--- src/rtl/rrts_pkg.sv ---
// -----------------------------------------------------------------------------
// rrts_pkg
// Shared types, codes and constants of the round-robin thread scheduler.
// -----------------------------------------------------------------------------
`default_nettype none

package rrts_pkg;

  localparam int DEFAULT_MAX_THREADS = 16;

  localparam logic [30:0] SAT31 = 31'h7FFF_FFFF;
  localparam logic [19:0] QUANTUM_RESET = 20'd1000;
  localparam logic [2:0] NUM_PRIO_RESET = 3'd1;

  // Request kinds.
  localparam logic [2:0] KIND_SPAWN  = 3'd0;
  localparam logic [2:0] KIND_SETPRI = 3'd1;
  localparam logic [2:0] KIND_TERM   = 3'd2;
  localparam logic [2:0] KIND_BLOCK  = 3'd3;
  localparam logic [2:0] KIND_RESUME = 3'd4;
  localparam logic [2:0] KIND_QUERY  = 3'd5;
  localparam logic [2:0] KIND_TICK   = 3'd6;

  // Status codes.
  localparam logic [1:0] ST_OK     = 2'd0;
  localparam logic [1:0] ST_BADID  = 2'd1;
  localparam logic [1:0] ST_NOFREE = 2'd2;
  localparam logic [1:0] ST_BADPRI = 2'd3;

  // Thread modes.
  localparam logic [1:0] MODE_RUNNING = 2'd0;
  localparam logic [1:0] MODE_BLOCKED = 2'd1;
  localparam logic [1:0] MODE_READY   = 2'd2;

  // Configuration register indexes.
  localparam logic [2:0] REG_NUM_PRIO = 3'd0;
  localparam logic [2:0] REG_QUANT0   = 3'd1;
  localparam logic [2:0] REG_QUANT1   = 3'd2;
  localparam logic [2:0] REG_QUANT2   = 3'd3;
  localparam logic [2:0] REG_QUANT3   = 3'd4;

  typedef struct packed {
    logic [2:0]       num_priorities;
    logic [3:0][19:0] quantum;
  } cfg_t;

  // Classified request handed from the front to the back.
  typedef struct packed {
    logic [2:0] kind;
    logic [7:0] tid;
    logic [2:0] prio;
    logic       in_range;
    logic       prio_ok;
  } cmd_t;

  typedef struct packed {
    logic [1:0]  status;
    logic [3:0]  new_thread_id;
    logic [3:0]  running_thread;
    logic        switched;
    logic [30:0] total_slices;
    logic [30:0] thread_slices;
  } res_t;

endpackage

`default_nettype wire

--- src/rtl/rrts_front.sv ---
// -----------------------------------------------------------------------------
// rrts_front
// Accepts requests, classifies their ids and priorities, and holds them in a
// two-entry queue for the back end.
// -----------------------------------------------------------------------------
`default_nettype none

module rrts_front import rrts_pkg::*; #(
  parameter int MAX_THREADS = DEFAULT_MAX_THREADS
) (
  input  wire logic       clk,
  input  wire logic       rst,
  input  wire logic       push,
  output logic            full,
  input  wire logic [2:0] kind,
  input  wire logic [7:0] thread_id,
  input  wire logic [2:0] priority_req,
  input  wire cfg_t       cfg,
  output logic            cmd_valid,
  output cmd_t            cmd_head,
  input  wire logic       cmd_pop
);

  cmd_t       cmd_mem [2];
  logic       wp;
  logic       rp;
  logic [1:0] count;
  cmd_t       cls;
  logic       do_push;
  logic       do_pop;

  // Classify the incoming request.
  always_comb begin
    cls.kind     = kind;
    cls.tid      = thread_id;
    cls.prio     = priority_req;
    cls.in_range = {1'b0, thread_id} < 9'(MAX_THREADS);
    cls.prio_ok  = (priority_req < cfg.num_priorities) && (priority_req < 3'd4);
  end

  assign full      = (count == 2'd2);
  assign cmd_valid = (count != 2'd0);
  assign cmd_head  = cmd_mem[rp];
  assign do_push   = push && !full;
  assign do_pop    = cmd_pop && cmd_valid;

  // Request queue storage.
  always_ff @(posedge clk) begin
    if (do_push) begin
      cmd_mem[wp] <= cls;
    end
  end

  // Queue pointers.
  always_ff @(posedge clk) begin
    if (rst) begin
      wp    <= 1'b0;
      rp    <= 1'b0;
      count <= 2'd0;
    end else begin
      if (do_push) begin
        wp <= ~wp;
      end
      if (do_pop) begin
        rp <= ~rp;
      end
      count <= count + {1'b0, do_push} - {1'b0, do_pop};
    end
  end

endmodule

`default_nettype wire

--- src/rtl/rrts_back.sv ---
// -----------------------------------------------------------------------------
// rrts_back
// Carries out one request at a time: free id scan, ready queue walk, dispatch,
// and the final count lookup; results go to a two-entry queue.
// -----------------------------------------------------------------------------
`default_nettype none

module rrts_back import rrts_pkg::*; #(
  parameter int MAX_THREADS = DEFAULT_MAX_THREADS
) (
  input  wire logic clk,
  input  wire logic rst,
  input  wire cfg_t cfg,
  input  wire logic cmd_valid,
  input  wire cmd_t cmd_head,
  output logic      cmd_pop,
  output logic      empty,
  input  wire logic pop,
  output res_t      res
);

  localparam int TW = (MAX_THREADS > 1) ? $clog2(MAX_THREADS) : 1;
  localparam int CW = $clog2(MAX_THREADS + 1);

  typedef enum logic [9:0] {
    S_IDLE     = 10'b00_0000_0001,
    S_FIND     = 10'b00_0000_0010,
    S_EXEC     = 10'b00_0000_0100,
    S_RM_RD    = 10'b00_0000_1000,
    S_RM_CMP   = 10'b00_0001_0000,
    S_DISP_RD  = 10'b00_0010_0000,
    S_DISP_RD2 = 10'b00_0100_0000,
    S_DISP_WR  = 10'b00_1000_0000,
    S_SLICE    = 10'b01_0000_0000,
    S_DONE     = 10'b10_0000_0000
  } state_t;

  state_t state;

  // Scheduler state.
  logic [MAX_THREADS-1:0] exists;
  logic [CW-1:0]          ready_count;
  logic [TW-1:0]          head;
  logic [TW-1:0]          current;
  logic [19:0]            slice_rem;
  logic [30:0]            total;

  // Per-request working registers.
  cmd_t          cur;
  logic [CW-1:0] scan;
  logic [CW-1:0] wcnt;
  logic [TW-1:0] dt;
  logic          rm_disp;
  logic          term;
  logic [1:0]    st;
  logic [TW-1:0] nid;
  logic          sw;

  // Memories.
  logic [1:0]    mode_mem  [MAX_THREADS];
  logic [19:0]   quant_mem [MAX_THREADS];
  logic [30:0]   disp_mem  [MAX_THREADS];
  logic [TW-1:0] fifo_mem  [MAX_THREADS];
  logic [1:0]    mode_q;
  logic [19:0]   quant_q;
  logic [30:0]   disp_q;
  logic [TW-1:0] fifo_q;

  logic          mode_we;
  logic [TW-1:0] mode_wa;
  logic [1:0]    mode_wd;
  logic [TW-1:0] mode_ra;
  logic          quant_we;
  logic [TW-1:0] quant_wa;
  logic [TW-1:0] quant_ra;
  logic          disp_we;
  logic [TW-1:0] disp_wa;
  logic [30:0]   disp_wd;
  logic [TW-1:0] disp_ra;
  logic          fifo_we;
  logic [TW-1:0] fifo_wa;
  logic [TW-1:0] fifo_wd;
  logic [TW-1:0] fifo_ra;

  // Result queue.
  res_t       res_mem [2];
  logic       rwp;
  logic       rrp;
  logic [1:0] rcount;
  logic       res_push;
  res_t       res_new;

  logic [TW-1:0] t_idx;
  logic [TW-1:0] scan_t;
  logic          id_ok;
  logic          q_space;
  logic [TW-1:0] tail;
  logic [19:0]   quant_sel;

  // Index arithmetic on the circular ready queue.
  function automatic logic [TW-1:0] wrap_add(input logic [TW-1:0] a, input logic [CW-1:0] b);
    logic [CW:0] s;
    s = (CW+1)'(a) + {1'b0, b};
    if (s >= (CW+1)'(MAX_THREADS)) begin
      s = s - (CW+1)'(MAX_THREADS);
    end
    return s[TW-1:0];
  endfunction

  assign t_idx     = cur.tid[TW-1:0];
  assign scan_t    = scan[TW-1:0];
  assign id_ok     = cur.in_range && exists[t_idx];
  assign q_space   = ready_count < CW'(MAX_THREADS);
  assign tail      = wrap_add(head, ready_count);
  assign quant_sel = cfg.quantum[cur.prio[1:0]];
  assign cmd_pop   = (state == S_IDLE) && cmd_valid && (rcount != 2'd2);
  assign res_push  = (state == S_DONE);

  // Memory port control.
  always_comb begin
    mode_we  = 1'b0;
    mode_wa  = t_idx;
    mode_wd  = MODE_BLOCKED;
    mode_ra  = (cmd_head.kind == KIND_TICK) ? current : cmd_head.tid[TW-1:0];
    quant_we = 1'b0;
    quant_wa = t_idx;
    quant_ra = fifo_q;
    disp_we  = 1'b0;
    disp_wa  = dt;
    disp_wd  = '0;
    disp_ra  = fifo_q;
    fifo_we  = 1'b0;
    fifo_wa  = tail;
    fifo_wd  = t_idx;
    fifo_ra  = head;
    case (state)
      S_FIND: begin
        if (!exists[scan_t] && cur.prio_ok) begin
          quant_we = 1'b1;
          quant_wa = scan_t;
          disp_we  = 1'b1;
          disp_wa  = scan_t;
          disp_wd  = '0;
          mode_we  = 1'b1;
          mode_wa  = scan_t;
          mode_wd  = MODE_READY;
          fifo_we  = q_space;
          fifo_wd  = scan_t;
        end
      end
      S_EXEC: begin
        case (cur.kind)
          KIND_SETPRI: begin
            quant_we = id_ok && cur.prio_ok;
          end
          KIND_BLOCK: begin
            if (cur.tid != 8'd0 && id_ok) begin
              mode_we = (t_idx == current) || (mode_q != MODE_BLOCKED);
            end
          end
          KIND_RESUME: begin
            if (id_ok && mode_q == MODE_BLOCKED) begin
              mode_we = 1'b1;
              mode_wd = MODE_READY;
              fifo_we = q_space;
            end
          end
          KIND_TICK: begin
            if (exists[0] && slice_rem <= 20'd1 && exists[current]
                && mode_q == MODE_RUNNING) begin
              mode_we = 1'b1;
              mode_wa = current;
              mode_wd = MODE_READY;
              fifo_we = q_space;
              fifo_wd = current;
            end
          end
          default: begin
          end
        endcase
      end
      S_RM_RD: begin
        fifo_ra = wrap_add(head, scan);
      end
      S_RM_CMP: begin
        fifo_we = (fifo_q != t_idx);
        fifo_wa = wrap_add(head, wcnt);
        fifo_wd = fifo_q;
      end
      S_DISP_WR: begin
        disp_we = 1'b1;
        disp_wa = dt;
        disp_wd = (disp_q < SAT31) ? disp_q + 31'd1 : disp_q;
        mode_we = 1'b1;
        mode_wa = dt;
        mode_wd = MODE_RUNNING;
      end
      S_SLICE: begin
        disp_ra = t_idx;
      end
      default: begin
      end
    endcase
  end

  // Memory arrays with registered reads.
  always_ff @(posedge clk) begin
    if (mode_we) begin
      mode_mem[mode_wa] <= mode_wd;
    end
    mode_q <= mode_mem[mode_ra];
  end

  always_ff @(posedge clk) begin
    if (quant_we) begin
      quant_mem[quant_wa] <= quant_sel;
    end
    quant_q <= quant_mem[quant_ra];
  end

  always_ff @(posedge clk) begin
    if (disp_we) begin
      disp_mem[disp_wa] <= disp_wd;
    end
    disp_q <= disp_mem[disp_ra];
  end

  always_ff @(posedge clk) begin
    if (fifo_we) begin
      fifo_mem[fifo_wa] <= fifo_wd;
    end
    fifo_q <= fifo_mem[fifo_ra];
  end

  // Request sequencer.
  always_ff @(posedge clk) begin
    if (rst) begin
      state       <= S_IDLE;
      exists      <= '0;
      ready_count <= '0;
      head        <= '0;
      current     <= '0;
      slice_rem   <= '0;
      total       <= '0;
    end else begin
      case (state)
        S_IDLE: begin
          if (cmd_pop) begin
            cur   <= cmd_head;
            st    <= ST_OK;
            nid   <= '0;
            sw    <= 1'b0;
            scan  <= '0;
            state <= (cmd_head.kind == KIND_SPAWN) ? S_FIND : S_EXEC;
          end
        end
        S_FIND: begin
          if (!exists[scan_t]) begin
            if (!cur.prio_ok) begin
              st    <= ST_BADPRI;
              state <= S_SLICE;
            end else begin
              exists[scan_t] <= 1'b1;
              if (q_space) begin
                ready_count <= ready_count + CW'(1);
              end
              nid   <= scan_t;
              term  <= 1'b0;
              state <= (scan_t == '0) ? S_DISP_RD : S_SLICE;
            end
          end else if (scan == CW'(MAX_THREADS - 1)) begin
            st    <= ST_NOFREE;
            state <= S_SLICE;
          end else begin
            scan <= scan + CW'(1);
          end
        end
        S_EXEC: begin
          state <= S_SLICE;
          scan  <= '0;
          wcnt  <= '0;
          case (cur.kind)
            KIND_SETPRI: begin
              if (!id_ok) begin
                st <= ST_BADID;
              end else if (!cur.prio_ok) begin
                st <= ST_BADPRI;
              end
            end
            KIND_TERM: begin
              if (!id_ok) begin
                st <= ST_BADID;
              end else if (t_idx == '0) begin
                // Terminating the first thread returns to the reset state.
                exists      <= '0;
                ready_count <= '0;
                head        <= '0;
                current     <= '0;
                slice_rem   <= '0;
                total       <= '0;
              end else begin
                exists[t_idx] <= 1'b0;
                rm_disp       <= (t_idx == current);
                term          <= 1'b1;
                state         <= S_RM_RD;
              end
            end
            KIND_BLOCK: begin
              if (cur.tid == 8'd0 || !id_ok) begin
                st <= ST_BADID;
              end else if (t_idx == current) begin
                rm_disp <= 1'b1;
                term    <= 1'b0;
                state   <= S_RM_RD;
              end else if (mode_q != MODE_BLOCKED) begin
                rm_disp <= 1'b0;
                state   <= S_RM_RD;
              end
            end
            KIND_RESUME: begin
              if (!id_ok) begin
                st <= ST_BADID;
              end else if (mode_q == MODE_BLOCKED && q_space) begin
                ready_count <= ready_count + CW'(1);
              end
            end
            KIND_QUERY: begin
              if (!id_ok) begin
                st <= ST_BADID;
              end
            end
            KIND_TICK: begin
              if (exists[0]) begin
                if (slice_rem > 20'd1) begin
                  slice_rem <= slice_rem - 20'd1;
                end else begin
                  slice_rem <= '0;
                  if (exists[current] && mode_q == MODE_RUNNING && q_space) begin
                    ready_count <= ready_count + CW'(1);
                  end
                  term  <= 1'b0;
                  state <= S_DISP_RD;
                end
              end
            end
            default: begin
            end
          endcase
        end
        // Walk the queue and compact out the removed thread.
        S_RM_RD: begin
          if (scan == ready_count) begin
            ready_count <= wcnt;
            state       <= rm_disp ? S_DISP_RD : S_SLICE;
          end else begin
            state <= S_RM_CMP;
          end
        end
        S_RM_CMP: begin
          if (fifo_q != t_idx) begin
            wcnt <= wcnt + CW'(1);
          end
          scan  <= scan + CW'(1);
          state <= S_RM_RD;
        end
        // Dispatch the head of the ready queue.
        S_DISP_RD: begin
          if (ready_count == '0) begin
            if (term) begin
              current   <= '0;
              slice_rem <= '0;
            end
            state <= S_SLICE;
          end else begin
            state <= S_DISP_RD2;
          end
        end
        S_DISP_RD2: begin
          dt    <= fifo_q;
          state <= S_DISP_WR;
        end
        S_DISP_WR: begin
          current     <= dt;
          slice_rem   <= quant_q;
          head        <= wrap_add(head, CW'(1));
          ready_count <= ready_count - CW'(1);
          sw          <= 1'b1;
          if (total < SAT31) begin
            total <= total + 31'd1;
          end
          state <= S_SLICE;
        end
        S_SLICE: begin
          state <= S_DONE;
        end
        S_DONE: begin
          state <= S_IDLE;
        end
        default: begin
          state <= S_IDLE;
        end
      endcase
    end
  end

  // Assemble the result.
  always_comb begin
    res_new.status         = st;
    res_new.new_thread_id  = 4'(nid);
    res_new.running_thread = 4'(current);
    res_new.switched       = sw;
    res_new.total_slices   = total;
    res_new.thread_slices  = id_ok ? disp_q : '0;
  end

  assign empty = (rcount == 2'd0);
  assign res   = res_mem[rrp];

  always_ff @(posedge clk) begin
    if (res_push) begin
      res_mem[rwp] <= res_new;
    end
  end

  always_ff @(posedge clk) begin
    if (rst) begin
      rwp    <= 1'b0;
      rrp    <= 1'b0;
      rcount <= 2'd0;
    end else begin
      if (res_push) begin
        rwp <= ~rwp;
      end
      if (pop && !empty) begin
        rrp <= ~rrp;
      end
      rcount <= rcount + {1'b0, res_push} - {1'b0, pop && !empty};
    end
  end

endmodule

`default_nettype wire

--- src/rtl/round_robin_thread_scheduler_core.sv ---
// The back end carries out one request at a time: a spawn scans for a free id, block
// and terminate walk the ready queue to compact it, and a dispatch reads the queue head
// and writes the thread's mode and count; two-entry request and result queues decouple
// the ports. Reset clears all control state.
// -----------------------------------------------------------------------------
// round_robin_thread_scheduler_core
// Round-robin thread scheduler with per-priority time slices: configuration
// registers, request front end and scheduling back end.
// -----------------------------------------------------------------------------
`default_nettype none

module round_robin_thread_scheduler_core import rrts_pkg::*; #(
  parameter int MAX_THREADS = DEFAULT_MAX_THREADS
) (
  input  wire logic        clk,
  input  wire logic        rst,
  input  wire logic        push,
  output logic             full,
  input  wire logic [2:0]  kind,
  input  wire logic [7:0]  thread_id,
  input  wire logic [2:0]  priority_req,
  output logic             empty,
  input  wire logic        pop,
  output logic [1:0]       status,
  output logic [3:0]       new_thread_id,
  output logic [3:0]       running_thread,
  output logic             switched,
  output logic [30:0]      total_slices,
  output logic [30:0]      thread_slices,
  input  wire logic        cfg_write,
  input  wire logic [2:0]  cfg_index,
  input  wire logic [19:0] cfg_data
);

  cfg_t cfg;
  logic cmd_valid;
  cmd_t cmd_head;
  logic cmd_pop;
  res_t res;

  // Configuration registers.
  always_ff @(posedge clk) begin
    if (rst) begin
      cfg.num_priorities <= NUM_PRIO_RESET;
      cfg.quantum        <= {4{QUANTUM_RESET}};
    end else if (cfg_write) begin
      case (cfg_index)
        REG_NUM_PRIO: cfg.num_priorities <= cfg_data[2:0];
        REG_QUANT0:   cfg.quantum[0] <= cfg_data;
        REG_QUANT1:   cfg.quantum[1] <= cfg_data;
        REG_QUANT2:   cfg.quantum[2] <= cfg_data;
        REG_QUANT3:   cfg.quantum[3] <= cfg_data;
        default: begin
        end
      endcase
    end
  end

  rrts_front #(.MAX_THREADS(MAX_THREADS)) u_front (
    .clk          (clk),
    .rst          (rst),
    .push         (push),
    .full         (full),
    .kind         (kind),
    .thread_id    (thread_id),
    .priority_req (priority_req),
    .cfg          (cfg),
    .cmd_valid    (cmd_valid),
    .cmd_head     (cmd_head),
    .cmd_pop      (cmd_pop)
  );

  rrts_back #(.MAX_THREADS(MAX_THREADS)) u_back (
    .clk       (clk),
    .rst       (rst),
    .cfg       (cfg),
    .cmd_valid (cmd_valid),
    .cmd_head  (cmd_head),
    .cmd_pop   (cmd_pop),
    .empty     (empty),
    .pop       (pop),
    .res       (res)
  );

  assign status         = res.status;
  assign new_thread_id  = res.new_thread_id;
  assign running_thread = res.running_thread;
  assign switched       = res.switched;
  assign total_slices   = res.total_slices;
  assign thread_slices  = res.thread_slices;

endmodule

`default_nettype wire

--- config.mk ---
export PLATFORM = sky130hd
export DESIGN_NAME = round_robin_thread_scheduler_core
export DESIGN_NICKNAME = d
export VERILOG_FILES = /design/src/rtl/rrts_pkg.sv /design/src/rtl/rrts_front.sv /design/src/rtl/rrts_back.sv /design/src/rtl/round_robin_thread_scheduler_core.sv
export SDC_FILE = /design/constraint.sdc
export NUM_CORES = 2
export LEC_CHECK = 0
export BUFFER_PORTS_ARGS = -buffer_cell sky130_fd_sc_hd__buf_2
export CAP_MARGIN = 10
export CORE_UTILIZATION = 60
export DETAILED_ROUTE_END_ITERATION = 12
export PLACE_DENSITY = 0.77
export SKIP_CTS_REPAIR_TIMING = 1
export SYNTH_ARGS = -nofsm -noshare
export SYNTH_HDL_FRONTEND = slang
export SYNTH_SLANG_ARGS = --single-unit
--- constraint.sdc ---
create_clock -name clk -period 5.9 [get_ports clk]
set_input_delay 1.18 -clock clk [delete_from_list [all_inputs] [get_ports clk]]
set_output_delay 1.18 -clock clk [all_outputs]
set_load 0.005 [all_outputs]
==> reports/results.ini <==
[sta]
fin_ws_ns = 0.8789
maxSlewViolCount = 0
finalHoldViolCount = 0
period_minus_slack_ns = 5.021
rsz0062_at_grt = no
min_period_over_period_pct = 85.10
timing.slew.headroom_pct = 21.80
finalSetupTns_ns = 0
fmax_mhz = 199.2
tightest_slew_ns = 1.173
setup_viol = 0
skew_ns = 0.03159

[logic_synthesis]
synth.cell_area_um2 = 55400
synth_simple_gate_area_share_pct = 8.361
synth_mux_area_share_pct = 12.78
synthFlopType = edfxtp_1
synth_cells = 3536
ys_seq_area_share_pct = 69.71
synth-seq-cells = 1366
synth-edff-count = 1126
synth_compound_area_share_pct = 5.091
synth_top_family_by_area = multiplexers
synthAdderAreaFrac_pct = 0.6369
synthesis.nets = 3605
yosysWarnings = 0
yosys.area_share.xor_xnor_pct = 1.644
synthArstFlopShare_pct = 0
synth_cell_types = 82
syn_area_per_cell_um2 = 15.67

[cells_and_area]
areaGrowthSynthToFinish_pct = 11.99
finalNonFillerCells = 4977
postLayoutCoreUtil_pct = 67.79
drive_gt1_share_pct = 21.57
nets = 3743

[place]
place_congestion = 1.000
pre_cts_ws_ns = 1.011
placed_cells = 4720
port_buffers = 116
dp_hpwl_um = 77030

[die]
fp.dieW_um = 305.9
die_area_um2 = 93550
die_y_um = 305.9
initial_core_util_pct = 60.53
io_pins = 117
rows = 111
core_area_um2 = 91520

[cts]
tritoncts = done
clkTransAtPathRegs_ns = 0.06
clock_latency_ns = 0.76
cts_buffers = 136
cts_buffer_depth = 3
htreeDepth = 4
clk_root_buffer_cell = clkbuf_16
cts.sinks = 1366

[setup_path]
cp-end-kind = flip-flop
regToRegStartpoint = u_back.scan[1]
cpPeakStageDelay_ns = 0.82
timing.critical_path.from = u_back.scan[1]
rrSetupSlack_ns = 0.88
critPathTopFamily = simple AND/OR/NAND/NOR gates
crit_fanout = 17
crit_end = u_back.disp_mem[13][29]
critPathKind = flip-flop to flip-flop
r2r_end = u_back.disp_mem[13][29]
cp_slowest_cell = edfxtp_1
critical_path_depth = 9
critPathRequiredTime_ns = 6.30
path_buf_inv = 1
worstRegToRegCells = 9
critPathLaunchType = flip-flop
timing.critical_path.cells = mux2_2 > or3_1 > a41oi_1 > nor2_1 > nor2_1 > and3_1 > a31oi_1 > nor2_4 > buf_4
crit_path_frequent_cell = nor2_1
worstPathArrival_ns = 5.42

[detailed_routing]
vias_per_cell = 6.424
dr.pass1.iters = 6
wl_um = 130400
via_count = 31970
drtAntennaViolNets = 0
drc = 0
dr.first_iter.drc_count = 3765
wl_per_cell_um = 26.20

[pwr]
total_power_w = 0.02088
power_leakage_nw = 19.09
vdd_ir_drop_max_v = 0.0002893
p_per_area_nw_per_um2 = 336.6

[global_route]
gr-total-overflow = 0
grt_pass1_vias = 31640
grt_max_degree = 125
grt_first_pass_wirelength_um = 196700
grt_usage_pct = 28.19
antenna_found_initial = 6

[run]
drv_cap = 0

[worst_hold_path]
hold_path.class = flip-flop to flip-flop

[run_status]
status = complete, no violations

[layout make-up]
type / count / area (um^2)
inverter: 47 / 176.4
fill: 5833 / 29480
clock buffer: 185 / 3792
sequential: 1366 / 38630
multi-input combinational: 1926 / 16040
clock inverter: 66 / 645.6
timing repair buffer: 197 / 1266
tap: 1186 / 1484
antenna: 4 / 10.01
[worst reg2reg max path: stages, from the launching register on]
cell      delay [ns]
edfxtp_1        0.82
mux2_2          0.41
or3_1           0.36
a41oi_1         0.46
nor2_1          0.18
nor2_1          0.62
and3_1          0.39
a31oi_1         0.23
nor2_4          0.75
buf_4           0.47
[placed cells by master (no fill, tap or decap), drive strengths merged, types with 13 or more instances in the layout]
cell type  count
nand3b        26
o31ai         13
buf          197
nand2        374
edfxtp      1126
clkinv        47
nand4         25
a21oi        149
mux4         254
inv           51
nor2         233
dfxtp        240
nand3         57
and2          85
ha            25
o21ai         55
mux2i         25
nor3          46
a211oi        69
nand2b        14
mux2          98
or3           13
xor2          63
and3          18
nor2b         24
nor4          30
a31oi         45
xnor2         41
clkbuf       185
[per-layer routing]
layer / wire [um] / vias to the layer above / share of wire (%) / track usage, %
met5: 27 / - / 0.021 / 0
met4: 2702 / 4 / 2.1 / 7.386
met3: 12920 / 211 / 9.9 / 6.428
met2: 62300 / 1729 / 48 / 44.50
met1: 52460 / 16100 / 40 / 40.05
li1: - / 13930 / - / -
[report_power, final]
group / leakage (nW) / internal (W) / total (W) / switching [W]
Sequential: 11.1 / 0.0106 / 0.0108 / 0.000220
Combinational: 5.82 / 0.000579 / 0.00158 / 0.00100
Clock: 2.14 / 0.00486 / 0.00851 / 0.00364
[logic make-up after synthesis]
kind of cell,count (synthesis)
flops,1366
simple gates,982
compound gates,436
mux,377
buf+inv,244
xor+xnor,104
fa+ha+maj,27
[state kept, by name (all words and copies together) (netlist names), 5 cells and up, named ones only]
register            flops
u_back.state           10
u_back.quant_q         20
u_back.disp_q          31
u_back.total           31
u_back.fifo_mem        64
u_back.cur             15
u_back.mode_mem        32
u_back.res_mem        146
u_back.quant_mem      320
u_back.exists          16
u_front.cmd_mem        30
u_back.disp_mem       496
u_back.slice_rem       20
u_back.scan             5
u_back.wcnt             5
cfg                    83
u_back.ready_count      5
[worst min path at each step]
stage / slack, ns / cells past startpoint / end / from
after floorplan: 0.41 / 0 / u_back.dt[2] / u_back.fifo_q[2]
after global placement: 0.43 / 0 / u_back.res_mem[0][69] / u_back.nid[2]
after detailed placement: 0.44 / 0 / u_back.res_mem[0][67] / u_back.nid[0]
after CTS: 0.45 / 0 / u_back.res_mem[0][67] / u_back.nid[0]
after global routing: 0.47 / 2 / cfg[61] / cfg[61]
final: 0.45 / 0 / u_back.res_mem[0][67] / u_back.nid[0]
[synthesized netlist by cell type, types with 47 or more instances]
library cell  count  area, um^2
nand2_1         374        1404
mux2_2           98        1104
nor2_1          233       874.6
a211oi_1         68       510.5
mux4_2          254        5720
inv_1            47       176.4
clkbuf_1        151       566.8
dfxtp_1         240        4805
o21ai_0          53       265.3
nand3_1          57       285.3
and2_1           81       506.7
xor2_1           63       551.8
edfxtp_1       1126       33810
a21oi_1         149       745.7
[stage by stage]
stage	hold WS, ns	instance area (um^2)
after floorplan	0.4064	55400
after global placement	0.4283	57580
after detailed placement	0.4353	57580
after CTS	0.4492	62020
after global routing	0.4695	62040
final	0.4488	62040
Note: power is estimated with default switching activity, not from simulation.
